## src/rtl/cap_pkg.sv

```systemverilog
// package for the clipped alpha pixel writer
// holds field widths, blend constants, register index codes and the config struct
// no dependencies
package cap_pkg;

    // fixed field widths
    localparam int CFG_W       = 13;
    localparam int COORD_W     = 16;
    localparam int COLOR_W     = 32;
    localparam int INDEX_W     = 24;
    localparam int CHAN_W      = 8;
    localparam int NUM_CHAN    = 3;
    localparam int MIX_W       = 2 * CHAN_W;
    localparam int CFG_IDX_W   = 2;
    localparam int DEF_MAX_DIM = 4096;

    // alpha codes treated as opaque
    localparam logic [CHAN_W-1:0] ALPHA_CLEAR  = 8'h00;
    localparam logic [CHAN_W-1:0] ALPHA_OPAQUE = 8'hFF;

    // divide by 255 as multiply by ceil(2^23/255) and shift, exact for sums up to 255*255
    localparam int                RECIP_W     = 17;
    localparam logic [RECIP_W-1:0] RECIP_255  = 17'd32897;
    localparam int                RECIP_SHIFT = 23;
    localparam int                QUOT_W      = MIX_W + RECIP_W;

    // register index codes
    typedef enum logic [CFG_IDX_W-1:0] {
        REG_ENABLED = 2'd0,
        REG_WIDTH   = 2'd1,
        REG_HEIGHT  = 2'd2,
        REG_PITCH   = 2'd3
    } t_cfg_reg;

    // configuration registers as one group
    typedef struct packed {
        logic             enabled;
        logic [CFG_W-1:0] width;
        logic [CFG_W-1:0] height;
        logic [CFG_W-1:0] pitch;
    } t_cfg;

endpackage

```

## src/rtl/cap_addr.sv

```systemverilog
// clipping test and pixel index for the clipped alpha pixel writer
// registers the clip result and the row product, then adds the column
// depends on cap_pkg
module cap_addr #(
    parameter int MAX_DIM = cap_pkg::DEF_MAX_DIM
) (
    input  logic                                i_clk,
    input  logic                                i_adv,
    input  cap_pkg::t_cfg                       i_cfg,
    input  logic signed [cap_pkg::COORD_W-1:0]  i_pos_x,
    input  logic signed [cap_pkg::COORD_W-1:0]  i_pos_y,
    output logic                                o_hit,
    output logic        [cap_pkg::INDEX_W-1:0]  o_index
);
    import cap_pkg::*;

    localparam int DIM_W  = $clog2(MAX_DIM + 1);
    localparam int CMP_W  = (DIM_W > CFG_W) ? DIM_W : CFG_W;
    localparam int PROD_W = 2 * DIM_W;
    localparam int SUM_W  = (PROD_W + 1 > INDEX_W) ? PROD_W + 1 : INDEX_W;
    localparam logic [CMP_W-1:0] MAX_C = CMP_W'(MAX_DIM);

    // limit a dimension register to the largest supported size
    function automatic logic [DIM_W-1:0] clamp_dim(input logic [CFG_W-1:0] v);
        logic [CMP_W-1:0] ext;
        ext = CMP_W'(v);
        return (ext > MAX_C) ? MAX_C[DIM_W-1:0] : ext[DIM_W-1:0];
    endfunction

    logic [DIM_W-1:0]   w_width;
    logic [DIM_W-1:0]   w_height;
    logic [DIM_W-1:0]   w_pitch;
    logic [COORD_W-1:0] w_width_ext;
    logic [COORD_W-1:0] w_height_ext;
    logic               n_hit;
    logic [PROD_W-1:0]  n_prod;
    logic [DIM_W-1:0]   n_col;
    logic               r_hit;
    logic [PROD_W-1:0]  r_prod;
    logic [DIM_W-1:0]   r_col;
    logic [SUM_W-1:0]   w_sum;

    // clamped dimensions
    always_comb begin
        w_width      = clamp_dim(i_cfg.width);
        w_height     = clamp_dim(i_cfg.height);
        w_pitch      = clamp_dim(i_cfg.pitch);
        w_width_ext  = COORD_W'(w_width);
        w_height_ext = COORD_W'(w_height);
    end

    // clip test and row offset; coordinates fit DIM_W bits once inside the area
    always_comb begin
        n_hit  = i_cfg.enabled
              && !i_pos_x[COORD_W-1] && !i_pos_y[COORD_W-1]
              && ($unsigned(i_pos_x) < w_width_ext)
              && ($unsigned(i_pos_y) < w_height_ext);
        n_prod = PROD_W'(i_pos_y[DIM_W-1:0]) * PROD_W'(w_pitch);
        n_col  = i_pos_x[DIM_W-1:0];
    end

    // middle stage registers
    always_ff @(posedge i_clk) begin
        if (i_adv) begin
            r_hit  <= n_hit;
            r_prod <= n_prod;
            r_col  <= n_col;
        end
    end

    // index keeps the low bits of row offset plus column
    assign w_sum   = SUM_W'(r_prod) + SUM_W'(r_col);
    assign o_hit   = r_hit;
    assign o_index = w_sum[INDEX_W-1:0];

endmodule

```

## src/rtl/cap_blend.sv

```systemverilog
// per-channel alpha blend for the clipped alpha pixel writer
// registers the weighted channel sums, then divides each by 255 and picks the value
// depends on cap_pkg
module cap_blend (
    input  logic                          i_clk,
    input  logic                          i_adv,
    input  logic [cap_pkg::COLOR_W-1:0]   i_src_color,
    input  logic [cap_pkg::COLOR_W-1:0]   i_background,
    output logic [cap_pkg::COLOR_W-1:0]   o_value
);
    import cap_pkg::*;

    logic [CHAN_W-1:0]  w_alpha;
    logic [CHAN_W-1:0]  w_alpha_inv;
    logic               n_opaque;
    logic               r_opaque;
    logic [COLOR_W-1:0] r_color;
    logic [MIX_W-1:0]   n_mix [NUM_CHAN];
    logic [MIX_W-1:0]   r_mix [NUM_CHAN];
    logic [QUOT_W-1:0]  w_quot [NUM_CHAN];
    logic [CHAN_W-1:0]  w_chan [NUM_CHAN];

    // alpha of zero or full counts as opaque
    assign w_alpha     = i_src_color[COLOR_W-1 -: CHAN_W];
    assign w_alpha_inv = ALPHA_OPAQUE - w_alpha;
    assign n_opaque    = (w_alpha == ALPHA_CLEAR) || (w_alpha == ALPHA_OPAQUE);

    // weighted sum per channel, divide by 255 after the register
    for (genvar k = 0; k < NUM_CHAN; k++) begin : g_chan
        assign n_mix[k] = MIX_W'(w_alpha) * MIX_W'(i_src_color[k*CHAN_W +: CHAN_W])
                        + MIX_W'(w_alpha_inv) * MIX_W'(i_background[k*CHAN_W +: CHAN_W]);

        always_ff @(posedge i_clk) begin
            if (i_adv) begin
                r_mix[k] <= n_mix[k];
            end
        end

        assign w_quot[k] = (QUOT_W'(r_mix[k]) * QUOT_W'(RECIP_255)) >> RECIP_SHIFT;
        assign w_chan[k] = w_quot[k][CHAN_W-1:0];
    end

    // color and opaque flag ride along
    always_ff @(posedge i_clk) begin
        if (i_adv) begin
            r_opaque <= n_opaque;
            r_color  <= i_src_color;
        end
    end

    // opaque keeps the color with its alpha byte, blended stores a zero alpha byte
    assign o_value = r_opaque ? r_color : {ALPHA_CLEAR, w_chan[2], w_chan[1], w_chan[0]};

endmodule

```

## src/rtl/clipped_alpha_pixel_writer.sv

```systemverilog
// top level of the clipped alpha pixel writer
// holds the config registers, input and result registers and stall control
// depends on cap_pkg, cap_addr, cap_blend
//
// Takes one pixel draw request per clock unless the master side stalls, and
// returns exactly one result per request, in order. A request is clipped
// against the visible width and height (values above MAX_DIM act as MAX_DIM)
// and dropped when the block is disabled; a dropped request still returns a
// result with all fields zero. A visible pixel gets the index y*row_pitch+x
// (low 24 bits) and either the color as given (alpha 0 or 255) or the
// per-channel blend (a*fg+(255-a)*bg)/255 with a zero alpha byte. Throughput
// is one request per cycle while m_axis_tready stays high. A request passes
// three register stages: the input register, the register after the row and
// blend multipliers, and the result register. Config writes take effect at
// the next edge and should be made only while no request is in flight.
module clipped_alpha_pixel_writer #(
    parameter int MAX_DIM = cap_pkg::DEF_MAX_DIM
) (
    input  logic                             i_clk,
    input  logic                             i_rst_n,
    // request: pos_x[15:0], pos_y[31:16], src_color[63:32], background[95:64]
    input  logic                             s_axis_tvalid,
    output logic                             s_axis_tready,
    input  logic [95:0]                      s_axis_tdata,
    // result: pixel_index[23:0], pixel_value[55:24]
    output logic                             m_axis_tvalid,
    input  logic                             m_axis_tready,
    output logic [55:0]                      m_axis_tdata,
    // result: write_enable[0]
    output logic                             m_axis_tuser,
    // config write port
    input  logic                             i_cfg_we,
    input  logic [cap_pkg::CFG_IDX_W-1:0]    i_cfg_index,
    input  logic [cap_pkg::CFG_W-1:0]        i_cfg_wdata
);
    import cap_pkg::*;

    t_cfg                       r_cfg;
    logic                       r_v1;
    logic                       r_v2;
    logic                       r_v3;
    logic                       w_rdy1;
    logic                       w_rdy2;
    logic                       w_rdy3;
    logic signed [COORD_W-1:0]  r_pos_x;
    logic signed [COORD_W-1:0]  r_pos_y;
    logic [COLOR_W-1:0]         r_src_color;
    logic [COLOR_W-1:0]         r_background;
    logic                       w_hit;
    logic [INDEX_W-1:0]         w_index;
    logic [COLOR_W-1:0]         w_value;
    logic                       n_we;
    logic [INDEX_W-1:0]         n_index;
    logic [COLOR_W-1:0]         n_value;
    logic                       r_we;
    logic [INDEX_W-1:0]         r_index;
    logic [COLOR_W-1:0]         r_value;

    // config registers
    always_ff @(posedge i_clk) begin
        if (!i_rst_n) begin
            r_cfg <= '0;
        end else if (i_cfg_we) begin
            case (t_cfg_reg'(i_cfg_index))
                REG_ENABLED: r_cfg.enabled <= i_cfg_wdata[0];
                REG_WIDTH:   r_cfg.width   <= i_cfg_wdata;
                REG_HEIGHT:  r_cfg.height  <= i_cfg_wdata;
                REG_PITCH:   r_cfg.pitch   <= i_cfg_wdata;
                default:     r_cfg         <= r_cfg;
            endcase
        end
    end

    // a stage moves when it is empty or the one after it moves
    assign w_rdy3        = !r_v3 || m_axis_tready;
    assign w_rdy2        = !r_v2 || w_rdy3;
    assign w_rdy1        = !r_v1 || w_rdy2;
    assign s_axis_tready = w_rdy1;

    // stage valid flags
    always_ff @(posedge i_clk) begin
        if (!i_rst_n) begin
            r_v1 <= 1'b0;
            r_v2 <= 1'b0;
            r_v3 <= 1'b0;
        end else begin
            if (w_rdy1) begin
                r_v1 <= s_axis_tvalid;
            end
            if (w_rdy2) begin
                r_v2 <= r_v1;
            end
            if (w_rdy3) begin
                r_v3 <= r_v2;
            end
        end
    end

    // input register
    always_ff @(posedge i_clk) begin
        if (w_rdy1) begin
            r_pos_x      <= s_axis_tdata[15:0];
            r_pos_y      <= s_axis_tdata[31:16];
            r_src_color  <= s_axis_tdata[63:32];
            r_background <= s_axis_tdata[95:64];
        end
    end

    cap_addr #(
        .MAX_DIM (MAX_DIM)
    ) u_addr (
        .i_clk   (i_clk),
        .i_adv   (w_rdy2),
        .i_cfg   (r_cfg),
        .i_pos_x (r_pos_x),
        .i_pos_y (r_pos_y),
        .o_hit   (w_hit),
        .o_index (w_index)
    );

    cap_blend u_blend (
        .i_clk        (i_clk),
        .i_adv        (w_rdy2),
        .i_src_color  (r_src_color),
        .i_background (r_background),
        .o_value      (w_value)
    );

    // clipped or disabled results carry all zeros
    always_comb begin
        n_we    = w_hit;
        n_index = w_hit ? w_index : '0;
        n_value = w_hit ? w_value : '0;
    end

    // result register
    always_ff @(posedge i_clk) begin
        if (w_rdy3) begin
            r_we    <= n_we;
            r_index <= n_index;
            r_value <= n_value;
        end
    end

    assign m_axis_tvalid = r_v3;
    assign m_axis_tuser  = r_we;
    assign m_axis_tdata  = {r_value, r_index};

endmodule

```

## config.mk

```make
export PLATFORM = sky130hd
export DESIGN_NAME = clipped_alpha_pixel_writer
export DESIGN_NICKNAME = d
export VERILOG_FILES = /design/src/rtl/cap_pkg.sv /design/src/rtl/cap_addr.sv /design/src/rtl/cap_blend.sv /design/src/rtl/clipped_alpha_pixel_writer.sv
export SDC_FILE = /design/constraint.sdc
export NUM_CORES = 2
export LEC_CHECK = 0
export ABC_CLOCK_PERIOD_IN_PS = 9690
export BUFFER_PORTS_ARGS = -buffer_cell sky130_fd_sc_hd__buf_4
export CAP_MARGIN = 20
export CORE_ASPECT_RATIO = 2
export CORE_UTILIZATION = 35
export DETAILED_ROUTE_END_ITERATION = 8
export GPL_TIMING_DRIVEN = 0
export PLACE_DENSITY = 0.51
export SLEW_MARGIN = 40
export SYNTH_ARGS = -nofsm -noshare
export SYNTH_HDL_FRONTEND = slang
export SYNTH_SLANG_ARGS = --single-unit
export TNS_END_PERCENT = 20
```

## constraint.sdc

```tcl
create_clock -name i_clk -period 9.69 [get_ports i_clk]
set_clock_uncertainty 0.05 [all_clocks]
set_input_delay 2.907 -clock i_clk [delete_from_list [all_inputs] [get_ports i_clk]]
set_output_delay 2.907 -clock i_clk [all_outputs]
set_load 0.005 [all_outputs]
```

# After elaboration in Yosys (flattened, before gate mapping)
# Memories as Yosys holds them, arrays and structs flattened.
# Cells that the tools add are included.
[classes]
addsub = 5
n_mul = 10
magnitude_cmp = 5
eq_ne = 4
muxes = 6
reduce_logical = 20
[ops]
columns = ["op", "count"]
rows = [
  ["8-bit by 8-bit multiplier with 16-bit output", 6],
  ["16-bit by 16-bit multiplier with 31-bit output (second input constant)", 3],
  ["16-bit adder", 3],
  ["13-bit > comparator (second input constant)", 3],
  ["13-bit 2-to-1 mux", 3],
  ["16-bit by 13-bit < comparator with 1-bit output", 2],
  ["24-bit by 13-bit adder with 24-bit output", 1],
  ["13-bit by 13-bit multiplier with 24-bit output", 1],
  ["24-bit 2-to-1 mux", 1],
  ["2-bit AND reduction", 5],
  ["8-bit equality test (second input constant)", 1],
  ["8-bit logical NOT", 1],
  ["8-bit subtractor (first input constant)", 1],
  ["1-bit logical NOT", 5],
  ["2-bit equality test (second input constant)", 2],
  ["1-bit logical AND", 4],
  ["1-bit logical OR", 4],
  ["2-bit by 1-bit equality test with 1-bit output (second input constant)", 1],
  ["2-bit logical NOT", 1],
  ["1-bit 2-to-1 mux", 2],
]
[totals]
reg_bits = 259
ramBits = 48
inputBits = 116
out_inout_bits = 59
word_cells = 71
mem_count = 1
[memory_table]
columns = ["memory", "words", "word_bits", "read_ports", "rd_ports_with_merged_regs", "write_ports", "line_no", "rtl"]
rows = [
  ["u_blend.r_mix", 3, 16, 3, 0, 3, "cap_blend.sv:19", "logic [MIX_W-1:0] r_mix [NUM_CHAN];"],
]

# Logic depth before layout (Yosys ltp)
[logic_depth]
ltp_word = 5
ltp_mapped = 23
mapped_depth_nobuf = 21

# Cells and area by module
# Synthesis repeated with hierarchy kept, for this count alone.
[unflattened]
hier_cells = 3257
hier_area_um2 = 34109.0
[by_module_without_submodules]
columns = ["module", "instances", "cells_each", "area_per_inst_um2", "seq_area_each_um2"]
rows = [
  ["cap_blend", 1, 1986, 19478.7, 2432.3],
  ["cap_addr", 1, 897, 8055.2, 1141.1],
  ["clipped_alpha_pixel_writer", 1, 374, 6575.1, 5455.2],
]

# Worst setup path before layout
# OpenSTA, ideal clock, no wires.
[synth_timing]
path_type = "in2out"
startpoint = "input port m_axis_tready"
endpoint = "output port s_axis_tready"
arrival_ns = 5.192
t_required_ns = 6.733
slack_ns = 1.541
path_stages = 2
n_path_buf = 0
path_cell_list = "nor2b_1 -> nand3_1"
[synth_between]
elab_chain_len = 3
[synth_rtl]
columns = ["item", "line_no", "rtl"]
rows = [
  ["start: declaration", "clipped_alpha_pixel_writer.sv:27", "input logic m_axis_tready,"],
  ["1-bit logical OR", "clipped_alpha_pixel_writer.sv:75", "assign w_rdy3 = !r_v3 || m_axis_tready;"],
  ["1-bit logical OR", "clipped_alpha_pixel_writer.sv:76", "assign w_rdy2 = !r_v2 || w_rdy3;"],
  ["1-bit logical OR", "clipped_alpha_pixel_writer.sv:77", "assign w_rdy1 = !r_v1 || w_rdy2;"],
  ["end: declaration", "clipped_alpha_pixel_writer.sv:23", "output logic s_axis_tready,"],
]
# Every way passes these cells.

# Final worst setup path
# Same ends and word-level chain as after synthesis.

==> metrics.log <==
[metrics] outcome: finished with violations
[metrics] violations in the final reports: design-rule violations
[metrics] cell area after placement: 36400 µm²
[metrics] ratio of cells with drive above 1 in the final layout: 7.98%
[metrics] Placed Cells incl. Taps: 4624
[metrics] total grt overflow: 0
[metrics] cells resized by post-CTS repair: 0
[metrics] number of hold-slack violations in the final timing report: 0
[metrics] internal power contribution: 0.00563 W
[metrics] global-route wire length before repair: 151 mm
[metrics] height of the chip: 439 µm
[metrics] r2r setup slk: 2.42 ns
[metrics] slew at the pin closest to its max-slew limit: 0.881 ns
[metrics] number of instances in the synthesized netlist: 3234
[metrics] deepest clock path buffer count: 3
[metrics] Tot GR Track Use: 21.6%
[metrics] clock net sink count: 307
[metrics] most used flip-flop cell after synthesis: sky130_fd_sc_hd__edfxtp_1
[metrics] Worst Setup Start Kind: input port
[metrics] clock-pin transition on the worst setup and hold timing paths: 0.06 ns
[metrics] Hold Buf Count CTS: 0
[metrics] Core Box Area: 94900 µm²
[metrics] CP required: 6.73 ns
[metrics] leading cell types by count after synthesis: sky130_fd_sc_hd__inv_1 (583), sky130_fd_sc_hd__ha_1 (477), sky130_fd_sc_hd__fa_1 (409)
[metrics] IO buf count: 166
[metrics] insertion delay of the later-clocked pin in the worst-skew pair: 0.60 ns
[metrics] area of the die: 96800 µm²
[metrics] FP Rows: 160
[metrics] Avg Inst Size Synth: 10.3 µm²
[metrics] min cycle time layout: 7.47 ns
[metrics] most frequently used cell type in the post-synthesis netlist: sky130_fd_sc_hd__inv_1
[metrics] cts bufs inserted: 36
[metrics] # Post-CTS Setup Buffers: 0
[metrics] routed length per instance: 21.5 µm
[metrics] count of final setup violators: 0
[metrics] RSZ-0062 raised after global routing: no
[metrics] slew margin rel.: 41.3%
[metrics] largest cells by area after synthesis: sky130_fd_sc_hd__fa_1 (24%), sky130_fd_sc_hd__edfxtp_1 (24%), sky130_fd_sc_hd__ha_1 (18%), sky130_fd_sc_hd__inv_1 (6.5%), sky130_fd_sc_hd__and2_1 (3.9%)
[metrics] Tcrit/Tclk final: 77.1%
[metrics] worst min path class: flip-flop to flip-flop
[metrics] P&R area growth vs syn: 12.6%
[metrics] total power per unit cell area: 266 nW/µm²
[metrics] Detailed Place HPWL: 85.1 mm
[metrics] Design Area, Final: 37700 µm²
[metrics] number of remaining DRC errors: 20
[metrics] YS warnings: 0
[metrics] Synth Register Bits: 307
[metrics] clock tree from TritonCTS: built
[metrics] die outline width: 221 µm
[metrics] arrival time of data at the critical path endpoint: 4.51 ns
[metrics] largest voltage drop on the vdd net: 0.186 mV
[metrics] maximum fanout encountered on the critical timing path: 27
[metrics] cell area after synthesis: 33400 µm²
[metrics] aggregate routed wire length: 101 mm
[metrics] Via density: 4.97
[metrics] Top-Level Pins: 175
[metrics] net switching power: 0.00439 W
[metrics] antenna violations before repair: 1
[metrics] nets@finish: 4449
[metrics] standby leakage power: 18.0 nW
[metrics] number of max-capacitance violations reported: 0
[metrics] Worst Path Class, Setup: input port to output port
[metrics] routed vias: 23300
[metrics] Clock Root Buffer: sky130_fd_sc_hd__clkbuf_16
[metrics] number of synthesized flops with an enable pin: 264
[metrics] endpoint class of the critical path: output port
[metrics] portion of total power attributed to sequential cells: 21.1%
[metrics] count of TritonRoute iterations in the first routing pass: 9
[metrics] number of global-route vias before repair: 26000
[metrics] relative contribution of combinational cells to total power: 64.0%
[metrics] number of DRC markers after the initial detailed-route iteration: 729
[metrics] routability congestion estimate: 0.884
[metrics] dominant cell type by area after synthesis: sky130_fd_sc_hd__fa_1
[metrics] Distinct cells, synth: 67
[metrics] post-layout instance count excluding filler cells: 4689
[metrics] largest net degree at the start of global routing: 39
[metrics] maximum frequency from static timing analysis: 0.134 GHz
[metrics] sw frac: 43.8%
[metrics] FFs w/ async S/R, synth: 0%
[metrics] number of H-tree levels: 2
[metrics] effective utilization at floorplan: 35.2%
[metrics] number of pins exceeding their max-slew limit in the final report: 0
[metrics] portion of the post-synthesis area used by sequential elements: 26.3%
[metrics] Detail Route Antenna Nets: 0
[metrics] clock group share of total power: 14.9%
[metrics] portion of synthesized cell area occupied by the leading cell type: 24.5%
## sequential cells by signal, summed over array words and instances, names as in the netlist
name	flops
u_blend.r_mix	48
u_addr.o_hit	1
r_background	24
r_src_color	32
r_pos_x	16
r_v1	1
u_blend.r_color	32
u_blend.r_opaque	1
m_axis_tvalid	1
r_pos_y	16
r_v2	1
m_axis_tuser	1
u_addr.r_col	13
r_cfg	40
u_addr.r_prod	24
r_index	24
r_value	32
## cell families after synthesis
family,Yosys count,synth area share (%)
other,1,0.0112
adders and majority gates,886,42.3
muxes,8,0.251
buffers and inverters,678,7.62
DFF,307,26.3
and+or+nand+nor,958,15.0
AOI/OAI and AO/OA,307,6.16
xor gates and xnor gates,89,2.33
## through the flow
step | TNS, ns | total power (W) | util (%) | setup WS (ns) | hold slack [ns]
after CTS | 0 | 0.0102 | 39.7 | 2.18 | 0.410
after global placement | -2.08 | 0.00855 | 38.2 | -2.08 | 0.394
after floorplan | 0 | 0.00695 | - | 1.54 | 0.378
final | 0 | 0.0100 | 39.7 | 2.22 | 0.409
after detailed placement | 0 | 0.00863 | 38.4 | 2.18 | 0.393
after global routing | 0 | 0.0112 | 39.7 | 2.07 | 0.424
## layout make-up
cell class                      count  area, µm²
Fill cell                        9560      57200
Multi-Input combinational cell   2251      22100
Sequential cell                   307       8790
Buffer                             95        388
Clock buffer                       45       1010
Timing Repair Buffer              173       1390
Tap cell                         1215       1520
Inverter                          583       2190
Antenna cell                        1       2.50
Clock inverter                     19        229
## critical path, stage by stage
cell and delay, ns:
sky130_fd_sc_hd__buf_4 0.10, sky130_fd_sc_hd__nor2b_1 0.58, sky130_fd_sc_hd__nand3_4 0.41, sky130_fd_sc_hd__buf_12 0.31, sky130_fd_sc_hd__buf_4 0.16
## per-layer routing
| layer | wire (µm) | GRT usage, % | part of all wire, % |
|---|---|---|---|
| met4 | 6040 | 11.4 | 6.0 |
| met5 | 16 | 0 | 0.016 |
| met2 | 61300 | 46.3 | 61 |
| met3 | 2970 | 2.12 | 2.9 |
| met1 | 30700 | 18.4 | 30 |
## power groups by stage
stage | logic [W] | clock network [W] | registers (W)
global route | 0.00747 | 0.00158 | 0.00213
finish | 0.00641 | 0.00150 | 0.00211
global placement | 0.00640 | 0 | 0.00215
floorplan | 0.00495 | 0 | 0.00200
detailed placement | 0.00648 | 0 | 0.00215
CTS | 0.00655 | 0.00156 | 0.00212
## cells in the final DEF, fill, tap and decap left out, types with 59 or more instances in the layout
master and n:
sky130_fd_sc_hd__inv_1 582, sky130_fd_sc_hd__ha_1 477, sky130_fd_sc_hd__fa_1 409, sky130_fd_sc_hd__nand2_1 318
sky130_fd_sc_hd__edfxtp_1 264, sky130_fd_sc_hd__and2_1 211, sky130_fd_sc_hd__buf_4 166, sky130_fd_sc_hd__nor2b_1 159
sky130_fd_sc_hd__clkbuf_1 75, sky130_fd_sc_hd__a21oi_1 66, sky130_fd_sc_hd__o21ai_0 62, sky130_fd_sc_hd__nor2_1 61
sky130_fd_sc_hd__xnor2_1 61, sky130_fd_sc_hd__nand2b_1 59
## worst paths after layout
kind / startpoint / endpoint / cells past startpoint
setup / recovery: m_axis_tready / s_axis_tready / 5
hold / removal: r_cfg[2]$_SDFFE_PN0P_ / r_cfg[2]$_SDFFE_PN0P_ / 2
setup reg to reg: r_cfg[12]$_SDFFE_PN0P_ / u_addr.r_prod[23]$_DFFE_PP_ / 21
hold reg to reg: r_cfg[2]$_SDFFE_PN0P_ / r_cfg[2]$_SDFFE_PN0P_ / 2
No activity file was read; power rests on OpenSTA's default activity.
